==> config.mk <==
export PLATFORM = sky130hd
export DESIGN_NAME = border_fade_pixel_core
export DESIGN_NICKNAME = d
export VERILOG_FILES = /design/src/rtl/bfp_pkg.sv /design/src/rtl/bfp_edge.sv /design/src/rtl/bfp_class.sv /design/src/rtl/bfp_mul.sv /design/src/rtl/bfp_div_step.sv /design/src/rtl/border_fade_pixel_core.sv
export SDC_FILE = /design/constraint.sdc
export NUM_CORES = 2
export LEC_CHECK = 0
export BUFFER_PORTS_ARGS = -buffer_cell sky130_fd_sc_hd__buf_2
export CELL_PAD_IN_SITES_DETAIL_PLACEMENT = 0
export CELL_PAD_IN_SITES_GLOBAL_PLACEMENT = 1
export CORE_AREA = 2 2 323 325
export DETAILED_ROUTE_END_ITERATION = 8
export DIE_AREA = 0 0 325 327
export HOLD_SLACK_MARGIN = 0.06
export PLACE_DENSITY_LB_ADDON = 0.1
export SLEW_MARGIN = 5
export SYNTH_ARGS = -nofsm -noshare
export SYNTH_HDL_FRONTEND = slang
export SYNTH_HIERARCHICAL = 1
export SYNTH_SLANG_ARGS = --single-unit
==> constraint.sdc <==
create_clock -name clk -period 13.4 [get_ports clk]
set_clock_uncertainty 0.2 [all_clocks]
set_input_delay 1.34 -clock clk [delete_from_list [all_inputs] [get_ports clk]]
set_output_delay 1.34 -clock clk [all_outputs]
set_load 0.02 [all_outputs]
==> src/rtl/bfp_pkg.sv <==
// ----------------------------------------------------------------------------
// Border fade pixel package
// Widths, mode codes and pipeline payload types shared by the border fade core.
// ----------------------------------------------------------------------------
package bfp_pkg;

    localparam int MAX_DIM    = 4096;
    localparam int DIM_W      = 13;
    localparam int CORD_W     = 12;
    localparam int STR_W      = 12;
    localparam int CH_W       = 8;
    localparam int NUM_CH     = 3;
    localparam int NUM_W      = STR_W + CH_W;
    localparam int DIV_STEPS  = 2;
    localparam int NUM_DIV    = CH_W / DIV_STEPS;

    localparam logic [DIM_W-1:0] MAX_DIM_C = DIM_W'(MAX_DIM);
    localparam logic [CH_W-1:0]  CH_MAX    = {CH_W{1'b1}};

    localparam logic [1:0] MODE_FADE  = 2'd0;
    localparam logic [1:0] MODE_WHITE = 2'd1;
    localparam logic [1:0] MODE_PASS  = 2'd2;

    typedef logic [CH_W-1:0] chan_t;
    typedef chan_t [NUM_CH-1:0] pix_t;

    typedef struct packed {
        logic [CORD_W-1:0] edge_dist;
        pix_t              chan;
    } edge_t;

    typedef struct packed {
        logic [1:0]       mode;
        logic [STR_W-1:0] fact;
        pix_t             diff;
        pix_t             chan;
    } class_t;

    // acc holds the partial remainder above the dividend and quotient bits.
    typedef struct packed {
        logic [1:0]                   mode;
        logic [NUM_CH-1:0][NUM_W-1:0] acc;
        pix_t                         chan;
    } div_t;

endpackage

==> src/rtl/bfp_edge.sv <==
// ----------------------------------------------------------------------------
// Border fade edge distance stage
// Registers the smallest distance from the pixel to any frame edge.
// ----------------------------------------------------------------------------
module bfp_edge (
    input  logic                        clk,
    input  logic                        rst_n,
    input  logic                        load,
    input  logic                        in_valid,
    input  logic [bfp_pkg::CORD_W-1:0]  col,
    input  logic [bfp_pkg::CORD_W-1:0]  row,
    input  bfp_pkg::pix_t               in_pix,
    input  logic [bfp_pkg::DIM_W-1:0]   image_width,
    input  logic [bfp_pkg::DIM_W-1:0]   image_height,
    output logic                        out_valid,
    output bfp_pkg::edge_t              out_data
);

    logic                        vld_reg;
    bfp_pkg::edge_t              data_reg;
    bfp_pkg::edge_t              data_next;
    logic [bfp_pkg::DIM_W-1:0]   w_sat;
    logic [bfp_pkg::DIM_W-1:0]   h_sat;
    logic signed [bfp_pkg::DIM_W:0] dx0;
    logic signed [bfp_pkg::DIM_W:0] dx1;
    logic signed [bfp_pkg::DIM_W:0] dy0;
    logic signed [bfp_pkg::DIM_W:0] dy1;
    logic signed [bfp_pkg::DIM_W:0] mx;
    logic signed [bfp_pkg::DIM_W:0] my;
    logic signed [bfp_pkg::DIM_W:0] dmin;

    always_comb
    begin
        w_sat = (image_width > bfp_pkg::MAX_DIM_C) ? bfp_pkg::MAX_DIM_C : image_width;
        h_sat = (image_height > bfp_pkg::MAX_DIM_C) ? bfp_pkg::MAX_DIM_C : image_height;
        dx0   = $signed({2'b00, col});
        dy0   = $signed({2'b00, row});
        dx1   = $signed({1'b0, w_sat}) - 14'sd1 - dx0;
        dy1   = $signed({1'b0, h_sat}) - 14'sd1 - dy0;
        mx    = (dx1 < dx0) ? dx1 : dx0;
        my    = (dy1 < dy0) ? dy1 : dy0;
        dmin  = (my < mx) ? my : mx;
        data_next.chan = in_pix;
        if (dmin < 0)
        begin
            data_next.edge_dist = '0;
        end
        else
        begin
            data_next.edge_dist = dmin[bfp_pkg::CORD_W-1:0];
        end
    end

    always_ff @(posedge clk or negedge rst_n)
    begin
        if (!rst_n)
        begin
            vld_reg <= 1'b0;
        end
        else if (load)
        begin
            vld_reg <= in_valid;
        end
    end

    always_ff @(posedge clk)
    begin
        if (load)
        begin
            data_reg <= data_next;
        end
    end

    assign out_valid = vld_reg;
    assign out_data  = data_reg;

endmodule

==> src/rtl/bfp_class.sv <==
// ----------------------------------------------------------------------------
// Border fade classification stage
// Chooses fade, white or pass and forms the fade factor and channel gaps.
// ----------------------------------------------------------------------------
module bfp_class (
    input  logic                       clk,
    input  logic                       rst_n,
    input  logic                       load,
    input  logic                       in_valid,
    input  bfp_pkg::edge_t             in_data,
    input  logic [bfp_pkg::STR_W-1:0]  strength,
    output logic                       out_valid,
    output bfp_pkg::class_t            out_data
);

    logic                   vld_reg;
    bfp_pkg::class_t        data_reg;
    bfp_pkg::class_t        data_next;
    bfp_pkg::chan_t         m01;
    bfp_pkg::chan_t         mx;
    logic [bfp_pkg::STR_W-1:0] dist_ext;

    always_comb
    begin
        dist_ext = bfp_pkg::STR_W'(in_data.edge_dist);
        m01 = (in_data.chan[1] > in_data.chan[0]) ? in_data.chan[1] : in_data.chan[0];
        mx  = (in_data.chan[2] > m01) ? in_data.chan[2] : m01;
        if (dist_ext < strength)
        begin
            data_next.mode = bfp_pkg::MODE_FADE;
        end
        else if (dist_ext == strength)
        begin
            data_next.mode = bfp_pkg::MODE_WHITE;
        end
        else
        begin
            data_next.mode = bfp_pkg::MODE_PASS;
        end
        data_next.fact = strength - dist_ext;
        data_next.chan = in_data.chan;
        for (int i = 0; i < bfp_pkg::NUM_CH; i++)
        begin
            data_next.diff[i] = mx - in_data.chan[i];
        end
    end

    always_ff @(posedge clk or negedge rst_n)
    begin
        if (!rst_n)
        begin
            vld_reg <= 1'b0;
        end
        else if (load)
        begin
            vld_reg <= in_valid;
        end
    end

    always_ff @(posedge clk)
    begin
        if (load)
        begin
            data_reg <= data_next;
        end
    end

    assign out_valid = vld_reg;
    assign out_data  = data_reg;

endmodule

==> src/rtl/bfp_mul.sv <==
// ----------------------------------------------------------------------------
// Border fade multiply stage
// Multiplies the fade factor by each channel gap to form the dividends.
// ----------------------------------------------------------------------------
module bfp_mul (
    input  logic             clk,
    input  logic             rst_n,
    input  logic             load,
    input  logic             in_valid,
    input  bfp_pkg::class_t  in_data,
    output logic             out_valid,
    output bfp_pkg::div_t    out_data
);

    logic           vld_reg;
    bfp_pkg::div_t  data_reg;
    bfp_pkg::div_t  data_next;

    always_comb
    begin
        data_next.mode = in_data.mode;
        data_next.chan = in_data.chan;
        for (int i = 0; i < bfp_pkg::NUM_CH; i++)
        begin
            data_next.acc[i] = bfp_pkg::NUM_W'(in_data.fact) *
                               bfp_pkg::NUM_W'(in_data.diff[i]);
        end
    end

    always_ff @(posedge clk or negedge rst_n)
    begin
        if (!rst_n)
        begin
            vld_reg <= 1'b0;
        end
        else if (load)
        begin
            vld_reg <= in_valid;
        end
    end

    always_ff @(posedge clk)
    begin
        if (load)
        begin
            data_reg <= data_next;
        end
    end

    assign out_valid = vld_reg;
    assign out_data  = data_reg;

endmodule

==> src/rtl/bfp_div_step.sv <==
// ----------------------------------------------------------------------------
// Border fade divider stage
// Two restoring division steps per channel against the fade strength.
// ----------------------------------------------------------------------------
module bfp_div_step (
    input  logic                       clk,
    input  logic                       rst_n,
    input  logic                       load,
    input  logic                       in_valid,
    input  bfp_pkg::div_t              in_data,
    input  logic [bfp_pkg::STR_W-1:0]  strength,
    output logic                       out_valid,
    output bfp_pkg::div_t              out_data
);

    logic                      vld_reg;
    bfp_pkg::div_t             data_reg;
    bfp_pkg::div_t             data_next;
    logic [bfp_pkg::NUM_W-1:0] a;
    logic [bfp_pkg::STR_W:0]   t;
    logic [bfp_pkg::STR_W:0]   r;

    always_comb
    begin
        data_next.mode = in_data.mode;
        data_next.chan = in_data.chan;
        a = '0;
        t = '0;
        r = '0;
        for (int i = 0; i < bfp_pkg::NUM_CH; i++)
        begin
            a = in_data.acc[i];
            for (int k = 0; k < bfp_pkg::DIV_STEPS; k++)
            begin
                t = {a[bfp_pkg::NUM_W-1:bfp_pkg::CH_W], a[bfp_pkg::CH_W-1]};
                if (t >= {1'b0, strength})
                begin
                    r = t - {1'b0, strength};
                    a = {r[bfp_pkg::STR_W-1:0], a[bfp_pkg::CH_W-2:0], 1'b1};
                end
                else
                begin
                    a = {t[bfp_pkg::STR_W-1:0], a[bfp_pkg::CH_W-2:0], 1'b0};
                end
            end
            data_next.acc[i] = a;
        end
    end

    always_ff @(posedge clk or negedge rst_n)
    begin
        if (!rst_n)
        begin
            vld_reg <= 1'b0;
        end
        else if (load)
        begin
            vld_reg <= in_valid;
        end
    end

    always_ff @(posedge clk)
    begin
        if (load)
        begin
            data_reg <= data_next;
        end
    end

    assign out_valid = vld_reg;
    assign out_data  = data_reg;

endmodule

==> src/rtl/border_fade_pixel_core.sv <==
// ----------------------------------------------------------------------------
// Border fade pixel core
// The core takes one pixel per cycle while the output is not stalled.
// The eight stages are distance, classify, multiply, four divider stages and output.
// Reset clears all valid bits and loads width 640, height 480 and strength 1.
// ----------------------------------------------------------------------------
module border_fade_pixel_core (
    input  logic                        clk,
    input  logic                        rst_n,
    input  logic                        psel,
    input  logic                        penable,
    input  logic                        pwrite,
    input  logic [3:0]                  paddr,
    input  logic [31:0]                 pwdata,
    output logic [31:0]                 prdata,
    output logic                        pready,
    input  logic                        in_valid,
    output logic                        in_stall,
    input  logic [bfp_pkg::CORD_W-1:0]  col,
    input  logic [bfp_pkg::CORD_W-1:0]  row,
    input  logic [bfp_pkg::CH_W-1:0]    chan0_in,
    input  logic [bfp_pkg::CH_W-1:0]    chan1_in,
    input  logic [bfp_pkg::CH_W-1:0]    chan2_in,
    output logic                        out_valid,
    input  logic                        out_stall,
    output logic [bfp_pkg::CH_W-1:0]    chan0_out,
    output logic [bfp_pkg::CH_W-1:0]    chan1_out,
    output logic [bfp_pkg::CH_W-1:0]    chan2_out
);

    localparam logic [1:0] REG_WIDTH    = 2'd0;
    localparam logic [1:0] REG_HEIGHT   = 2'd1;
    localparam logic [1:0] REG_STRENGTH = 2'd2;

    localparam int S_EDGE  = 0;
    localparam int S_CLASS = 1;
    localparam int S_MUL   = 2;
    localparam int S_DIV0  = 3;
    localparam int S_OUT   = S_DIV0 + bfp_pkg::NUM_DIV;
    localparam int NUM_STG = S_OUT + 1;

    logic [bfp_pkg::DIM_W-1:0]  width_reg;
    logic [bfp_pkg::DIM_W-1:0]  height_reg;
    logic [bfp_pkg::STR_W-1:0]  strength_reg;
    logic                       cfg_wr;

    logic [NUM_STG-1:0]         vld;
    logic [NUM_STG-1:0]         en;

    bfp_pkg::pix_t              in_pix;
    logic                       edge_v;
    bfp_pkg::edge_t             edge_d;
    logic                       class_v;
    bfp_pkg::class_t            class_d;
    logic                       div_v [bfp_pkg::NUM_DIV+1];
    bfp_pkg::div_t              div_d [bfp_pkg::NUM_DIV+1];

    logic                       out_valid_reg;
    bfp_pkg::pix_t              res_reg;
    bfp_pkg::pix_t              res_next;
    bfp_pkg::div_t              fin;

    // Configuration port.
    assign pready = 1'b1;
    assign cfg_wr = psel && penable && pwrite;

    always_ff @(posedge clk or negedge rst_n)
    begin
        if (!rst_n)
        begin
            width_reg    <= 13'd640;
            height_reg   <= 13'd480;
            strength_reg <= 12'd1;
        end
        else if (cfg_wr)
        begin
            unique case (paddr[3:2])
                REG_WIDTH:    width_reg    <= pwdata[bfp_pkg::DIM_W-1:0];
                REG_HEIGHT:   height_reg   <= pwdata[bfp_pkg::DIM_W-1:0];
                REG_STRENGTH: strength_reg <= pwdata[bfp_pkg::STR_W-1:0];
                default:      ;
            endcase
        end
    end

    always_comb
    begin
        unique case (paddr[3:2])
            REG_WIDTH:    prdata = 32'(width_reg);
            REG_HEIGHT:   prdata = 32'(height_reg);
            REG_STRENGTH: prdata = 32'(strength_reg);
            default:      prdata = '0;
        endcase
    end

    // Each stage loads when it is empty or its successor moves on.
    always_comb
    begin
        en[NUM_STG-1] = !vld[NUM_STG-1] || !out_stall;
        for (int k = NUM_STG - 2; k >= 0; k--)
        begin
            en[k] = !vld[k] || en[k+1];
        end
    end

    assign in_stall = !en[S_EDGE];
    assign in_pix   = {chan2_in, chan1_in, chan0_in};

    bfp_edge u_edge (
        .clk          (clk),
        .rst_n        (rst_n),
        .load         (en[S_EDGE]),
        .in_valid     (in_valid),
        .col          (col),
        .row          (row),
        .in_pix       (in_pix),
        .image_width  (width_reg),
        .image_height (height_reg),
        .out_valid    (edge_v),
        .out_data     (edge_d)
    );

    bfp_class u_class (
        .clk       (clk),
        .rst_n     (rst_n),
        .load      (en[S_CLASS]),
        .in_valid  (edge_v),
        .in_data   (edge_d),
        .strength  (strength_reg),
        .out_valid (class_v),
        .out_data  (class_d)
    );

    bfp_mul u_mul (
        .clk       (clk),
        .rst_n     (rst_n),
        .load      (en[S_MUL]),
        .in_valid  (class_v),
        .in_data   (class_d),
        .out_valid (div_v[0]),
        .out_data  (div_d[0])
    );

    assign vld[S_EDGE]  = edge_v;
    assign vld[S_CLASS] = class_v;
    assign vld[S_MUL]   = div_v[0];

    for (genvar g = 0; g < bfp_pkg::NUM_DIV; g++)
    begin : g_div
        bfp_div_step u_div (
            .clk       (clk),
            .rst_n     (rst_n),
            .load      (en[S_DIV0+g]),
            .in_valid  (div_v[g]),
            .in_data   (div_d[g]),
            .strength  (strength_reg),
            .out_valid (div_v[g+1]),
            .out_data  (div_d[g+1])
        );
        assign vld[S_DIV0+g] = div_v[g+1];
    end

    // Output stage: add the quotient, or force white, or pass through.
    assign fin = div_d[bfp_pkg::NUM_DIV];

    always_comb
    begin
        for (int i = 0; i < bfp_pkg::NUM_CH; i++)
        begin
            case (fin.mode)
                bfp_pkg::MODE_FADE:  res_next[i] = fin.chan[i] + fin.acc[i][bfp_pkg::CH_W-1:0];
                bfp_pkg::MODE_WHITE: res_next[i] = bfp_pkg::CH_MAX;
                default:             res_next[i] = fin.chan[i];
            endcase
        end
    end

    always_ff @(posedge clk or negedge rst_n)
    begin
        if (!rst_n)
        begin
            out_valid_reg <= 1'b0;
        end
        else if (en[S_OUT])
        begin
            out_valid_reg <= div_v[bfp_pkg::NUM_DIV];
        end
    end

    always_ff @(posedge clk)
    begin
        if (en[S_OUT])
        begin
            res_reg <= res_next;
        end
    end

    assign vld[S_OUT] = out_valid_reg;
    assign out_valid  = out_valid_reg;
    assign chan0_out  = res_reg[0];
    assign chan1_out  = res_reg[1];
    assign chan2_out  = res_reg[2];

`ifndef NO_ASSERTIONS
    a_div_start: assert property (@(posedge clk) disable iff (!rst_n)
        (div_v[0] && div_d[0].mode == bfp_pkg::MODE_FADE) |->
        (div_d[0].acc[0][bfp_pkg::NUM_W-1:bfp_pkg::CH_W] < strength_reg &&
         div_d[0].acc[1][bfp_pkg::NUM_W-1:bfp_pkg::CH_W] < strength_reg &&
         div_d[0].acc[2][bfp_pkg::NUM_W-1:bfp_pkg::CH_W] < strength_reg))
        else $error("dividend too large for an eight-bit quotient");

    a_div_rem: assert property (@(posedge clk) disable iff (!rst_n)
        (div_v[bfp_pkg::NUM_DIV] && fin.mode == bfp_pkg::MODE_FADE) |->
        (fin.acc[0][bfp_pkg::NUM_W-1:bfp_pkg::CH_W] < strength_reg &&
         fin.acc[1][bfp_pkg::NUM_W-1:bfp_pkg::CH_W] < strength_reg &&
         fin.acc[2][bfp_pkg::NUM_W-1:bfp_pkg::CH_W] < strength_reg))
        else $error("divider remainder not below the strength");

    a_no_bubble_stall: assert property (@(posedge clk) disable iff (!rst_n)
        !out_valid |-> !in_stall)
        else $error("input stalled while the output stage is empty");
`endif

endmodule
======== After elaboration in Yosys (flattened, before gate mapping) ========
Cells that the tools add are included.
operators by class
  add/sub/neg operators ................... 32
  multiply operators ...................... 3
  order comparisons ....................... 33
  equal/unequal tests ..................... 4
  multiplexer cells ....................... 36
  reduce and logical (&&, ||, !) cells .... 25
operators by type and width
  kind                     count
  $mux W20                 21
  $ge A13 B12 Y1           24
  $sub A12 B12 Y12         22
  $mul A12 B8 Y20          3
  $pmux W8 S2              3
  $mux W14                 3
  $pmux W13 S3             1
  $lt A14 B13 Y1           2
  $sub A13 B1 Y14 const B  2
  $sub A14 B13 Y14         2
  $gt A13 B13 Y1 const B   2
  $mux W13                 2
  $add A8 B8 Y8            3
  $sub A8 B8 Y8            3
  $gt A8 B8 Y1             2
  $mux W8                  2
  $lt A14 B1 Y1 const B    1
  $lt A14 B14 Y1           1
  $eq A12 B12 Y1           1
  $lt A12 B12 Y1           1
  $logic_not A1 Y1         10
  $logic_or A1 B1 Y1       8
  $reduce_and A2 Y1        3
  $eq A2 B1 Y1 const B     2
  other kinds (5)          9
storage, ports and cells
  flip-flop bits (word level) ............. 562
  output and inout bits ................... 59
  word-level logic and storage cells ...... 194

======== Longest topological paths before layout ========
  depth in word-level cells ............... 10
  gate-level depth with buffers ........... 31
  mapped depth without buffers ............ 28

======== By module ========
The synthesis kept the hierarchy.
by module, submodules not included
  module                             instances  cells each  area an instance (um2)  seq. area each (um2)
  bfp_div_step (g_div[2].u_div ...)  2          641         6866.6                  2607.5
  bfp_mul                            1          1188        11996.5                 2607.5
  bfp_div_step (g_div[0].u_div)      1          633         6712.7                  2607.5
  bfp_div_step (g_div[1].u_div)      1          618         6635.1                  2607.5
  bfp_edge                           1          463         4254.1                  1106.1
  bfp_class                          1          338         3931.3                  1886.8
  border_fade_pixel_core             1          356         3856.2                  1705.4

======== Least setup slack after synthesis ========
No wires, ideal clock.
  kind .................................... input -> register
  from .................................... in col[1] in the netlist's numbering
  to ...................................... reg u_edge.data_reg (netlist bit u_edge/out_data[24]) (data pin)
  library setup time ...................... 0.260 ns
  data arrival time ....................... 6.544 ns
  required time ........................... 12.940 ns
  slack ................................... 6.395 ns
  stages .................................. 27
  cell sequence ........................... inv_1 > ha_1 > a21o_1 > nand4_1 > a2111oi_0 > nor3_1 > xnor2_1 > ha_1 > and3_1 > o2111ai_1 > a21oi_1 > nand4bb_1 > ha_1 > clkbuf_1 > clkbuf_1 > nor2_1 > a31oi_1 > o21ai_0 > or2_1 > ha_1 > nand2_1 > nor4_1 > o21ai_1 > o21ai_2 > mux2i_2 > buf_6 > mux2_4
on the way
  cells in the longest elaborated chain, start to end .. 6
ends and longest elaborated chain
  item                  RTL line                      source
  start, declared       border_fade_pixel_core.sv:19  input logic [bfp_pkg::CORD_W-1:0] col,
  $sub A14 B13 Y14      bfp_edge.sv:38                dx1 = $signed({1'b0, w_sat}) - 14'sd1 - dx0;
  $lt A14 B13 Y1        bfp_edge.sv:40                mx = (dx1 < dx0) ? dx1 : dx0;
  $mux W14 (*)          bfp_edge.sv:40
  $lt A14 B14 Y1        bfp_edge.sv:42                dmin = (my < mx) ? my : mx;
  $mux W14 (*)          bfp_edge.sv:42
  $lt A14 B1 Y1         bfp_edge.sv:44                if (dmin < 0)
  end signal, assigned  bfp_edge.sv:70                data_reg <= data_next;
  end, declared         bfp_edge.sv:20                bfp_pkg::edge_t data_reg;
Every way passes the cells marked *; elsewhere a longest branch is shown, timed or not.
A chain may end at the register's enable or synchronous reset.

======== Worst setup path in the final report ========
  from .................................... reg width_reg[12] in the netlist's numbering
  to ...................................... reg u_edge.data_reg (netlist bit u_edge/out_data[29]) (data pin)
on the way
  cells in the longest elaborated chain, start to end .. 9
ends and longest elaborated chain
  item                    RTL line                      source
  start, declared         border_fade_pixel_core.sv:42  logic [bfp_pkg::DIM_W-1:0] width_reg;
  start signal, assigned  border_fade_pixel_core.sv:78  REG_WIDTH: width_reg <= pwdata[bfp_pkg::DIM_W-1:0];
  $gt A13 B13 Y1          bfp_edge.sv:34                w_sat = (image_width > bfp_pkg::MAX_DIM_C) ? bfp_pkg::MAX_DIM_C : image_width;
  $mux W13 (*)            bfp_edge.sv:34
  $sub A13 B1 Y14 (*)     bfp_edge.sv:38
  $sub A14 B13 Y14 (*)    bfp_edge.sv:38
  $lt A14 B13 Y1          bfp_edge.sv:40
  $mux W14 (*)            bfp_edge.sv:40
  $lt A14 B14 Y1          bfp_edge.sv:42
  $mux W14 (*)            bfp_edge.sv:42
  $lt A14 B1 Y1           bfp_edge.sv:44
Marked as above.

==> run metrics <==
result of the run complete, no violations; Achievable Freq 124 MHz; Detail Placement HPWL 99000 microns; hold path endpoint g_div[0].u_div/out_data[70]; critical path endpoint category flip-flop; initial core utilization 47.5%; largest net degree at the start of global routing 74; number of setup violations in the final report 0; delay of the slowest critical-path stage 0.84 ns; Crit Path Category flip-flop to flip-flop; unrepaired setup endpoints after global routing false; proportion of layout cells with a drive suffix above 1 11.6%; sequential cell area in the final layout 16700 sq um; average vias per placed instance 5.56; root buffer selected by CTS sky130_fd_sc_hd__clkbuf_16; Top Family by Delay on Critical Path compound AO/OA/AOI/OAI gates; final max-slew violation count 0; Total Die Area 106000 sq um; count of final hold-check violations 0; worst hold path startpoint u_mul/out_data[68]; antenna violations before repair 8; DR iter-0 viols 2347; total number of vias 34500; wire length of the first global-routing pass 198000 microns; clk sink count 562; total global-route track usage 24.0%; final routed wirelength across all metal layers 128000 microns; vias in the first global route 33900; H-Tree Depth 3; clock tree from TritonCTS yes; Max FO, Critical Path 20; Slowest cell on crit path sky130_fd_sc_hd__mux2i_2; number of max-cap violations 0; weighted congestion reported at the end of routability-driven placement 0.886; worst slew pin tran 1.23 ns; worst slew margin relative to its limit 17.4%; Worst R2R Setup Slack 5.34 ns; IO Port Bufs 108; area growth from synthesis to layout 8.45%; Fill cells 9424; number of top-level design ports 150; path class of the lowest-slack min-delay path flip-flop to flip-flop; number of nets in the finished design 5627; Cell Area, Synth 48900 sq um; crit path cell chain nor2b_1, ha_1, a21o_1, nand4_1, a2111oi_0, nor3_1, xnor2_1, ha_1, and3_1, o2111ai_1, a21oi_1, nand4bb_1, ha_1, inv_2, mux2i_1, ha_1, a211oi_1, nor2_1, a2111oi_4, o21ai_2, mux2i_2, mux2_2; flip-flop count of the largest register, all copies and words added 308; number of setup buffers added after CTS 0; number of routed nets with antenna violations 0; post-route DRC violation count 0; critical path data arrival time 8.22 ns; Max Root-Sink Buffers 3; clock latency on the worst-skew pair 0.63 ns; minimum clock period after layout 8.06 ns; width of the chip 325 microns; depth of the worst hold-timing path 0; buffer and inverter count on the worst path 1; multi-input logic area 29700 sq um; number of standard cells after synthesis 4695; aggregate negative setup slack 0 ns; die extent in y 327 microns; count of hold buffers inserted by post-cts repair 0; post-route clock period utilization 60.1%; worst flop-to-flop path endpoint u_edge/out_data[29]; per-cell routed wire length 20.6 microns; Worst Path Required 13.56 ns; DR pass1 iterations 7; cts repair resizes 0; core area 103000 sq um; Worst R2R Path Depth 22; clock transition at the register clock pins on the worst setup and hold paths after CTS 0.06 ns; Avg Synthesized Cell Area 10.4 sq um; Yosys warnings 6; overall overflow remaining after global route 0; Placement Rows 118; Top cell by count, worst path sky130_fd_sc_hd__ha_1; number of buffers added by the clock tree synthesis step 66; startpoint of the worst-slack reg-to-reg timing path width_reg[12]; CP startpoint kind flip-flop
[routing by layer]
metal | track usage (%) | up-vias | wire length, microns
li1 | - | 17000 | -
met1 | 33.9 | 16700 | 60900
met2 | 39.9 | 706 | 59600
met3 | 2.31 | 147 | 4750
met4 | 5.68 | 2 | 2850
met5 | 0 | - | 13
[worst max-delay path by stage]
stage	from	to	slack, ns	depth (start not counted)
after floorplan	col[1]	u_edge/out_data[24]	6.40	27
after global placement	row[0]	u_edge/out_data[29]	4.78	27
after detailed placement	row[0]	u_edge/out_data[35]	4.76	27
after CTS	width_reg[12]	u_edge/out_data[29]	5.34	24
after global routing	width_reg[12]	u_edge/out_data[29]	4.85	22
final	width_reg[12]	u_edge/out_data[29]	5.34	22
[per-stage QoR]
stage               worst slack, ns  hold slack [ns]  std cells  area [sq um]  utilization [%]
CTS                            5.34            0.212       6213         53000             51.5
global route                   4.85            0.221       6213         53000             51.5
global placement               4.78            0.201       6097         50800             49.4
detailed placement             4.76            0.205       6097         50800             49.4
finish                         5.34            0.207       6214         53000             51.5
floorplan                      6.40            0.200       4713         49000                -
[cells in the final DEF (no fill, tap or decap), types with 50 or more instances in the layout]
cell type / instances
sky130_fd_sc_hd__and2_1: 246
sky130_fd_sc_hd__nor2_1: 263
sky130_fd_sc_hd__fa_1: 210
sky130_fd_sc_hd__xor2_1: 84
sky130_fd_sc_hd__nor2b_1: 94
sky130_fd_sc_hd__edfxtp_1: 516
sky130_fd_sc_hd__o21ai_0: 152
sky130_fd_sc_hd__nand4_1: 52
sky130_fd_sc_hd__mux2i_1: 50
sky130_fd_sc_hd__inv_1: 482
sky130_fd_sc_hd__clkbuf_16: 69
sky130_fd_sc_hd__mux2_2: 170
sky130_fd_sc_hd__a21oi_1: 262
sky130_fd_sc_hd__ha_1: 541
sky130_fd_sc_hd__o21a_1: 56
sky130_fd_sc_hd__nor3_1: 74
sky130_fd_sc_hd__buf_2: 108
sky130_fd_sc_hd__a21o_1: 106
sky130_fd_sc_hd__nand2_1: 242
sky130_fd_sc_hd__xnor2_1: 194
sky130_fd_sc_hd__nand3_1: 74
[final cells by class]
type / instances / share of cell area [%]
Multi-Input combinational cell: 3517 / 56.1
Inverter: 493 / 3.51
Antenna cell: 1 / 0.00472
Clock buffer: 82 / 3.35
Tap cell: 1380 / 3.26
Timing Repair Buffer: 145 / 1.54
Clock inverter: 34 / 0.849
Sequential cell: 562 / 31.4
[worst register-to-register path, cell delays in order (launching register included)]
cell and delay, ns:
sky130_fd_sc_hd__dfrtp_1 0.79, sky130_fd_sc_hd__nor2b_1 0.31, sky130_fd_sc_hd__ha_1 0.37, sky130_fd_sc_hd__a21o_1 0.15
sky130_fd_sc_hd__nand4_1 0.23, sky130_fd_sc_hd__a2111oi_0 0.78, sky130_fd_sc_hd__nor3_1 0.16, sky130_fd_sc_hd__xnor2_1 0.27
sky130_fd_sc_hd__ha_1 0.29, sky130_fd_sc_hd__and3_1 0.17, sky130_fd_sc_hd__o2111ai_1 0.10, sky130_fd_sc_hd__a21oi_1 0.07
sky130_fd_sc_hd__nand4bb_1 0.22, sky130_fd_sc_hd__ha_1 0.76, sky130_fd_sc_hd__inv_2 0.28, sky130_fd_sc_hd__mux2i_1 0.30
sky130_fd_sc_hd__ha_1 0.30, sky130_fd_sc_hd__a211oi_1 0.21, sky130_fd_sc_hd__nor2_1 0.11, sky130_fd_sc_hd__a2111oi_4 0.34
sky130_fd_sc_hd__o21ai_2 0.11, sky130_fd_sc_hd__mux2i_2 0.84, sky130_fd_sc_hd__mux2_2 0.42
Power is not shown: default switching activity piles up to over one toggle a cycle in this logic, so the estimate is an artifact.
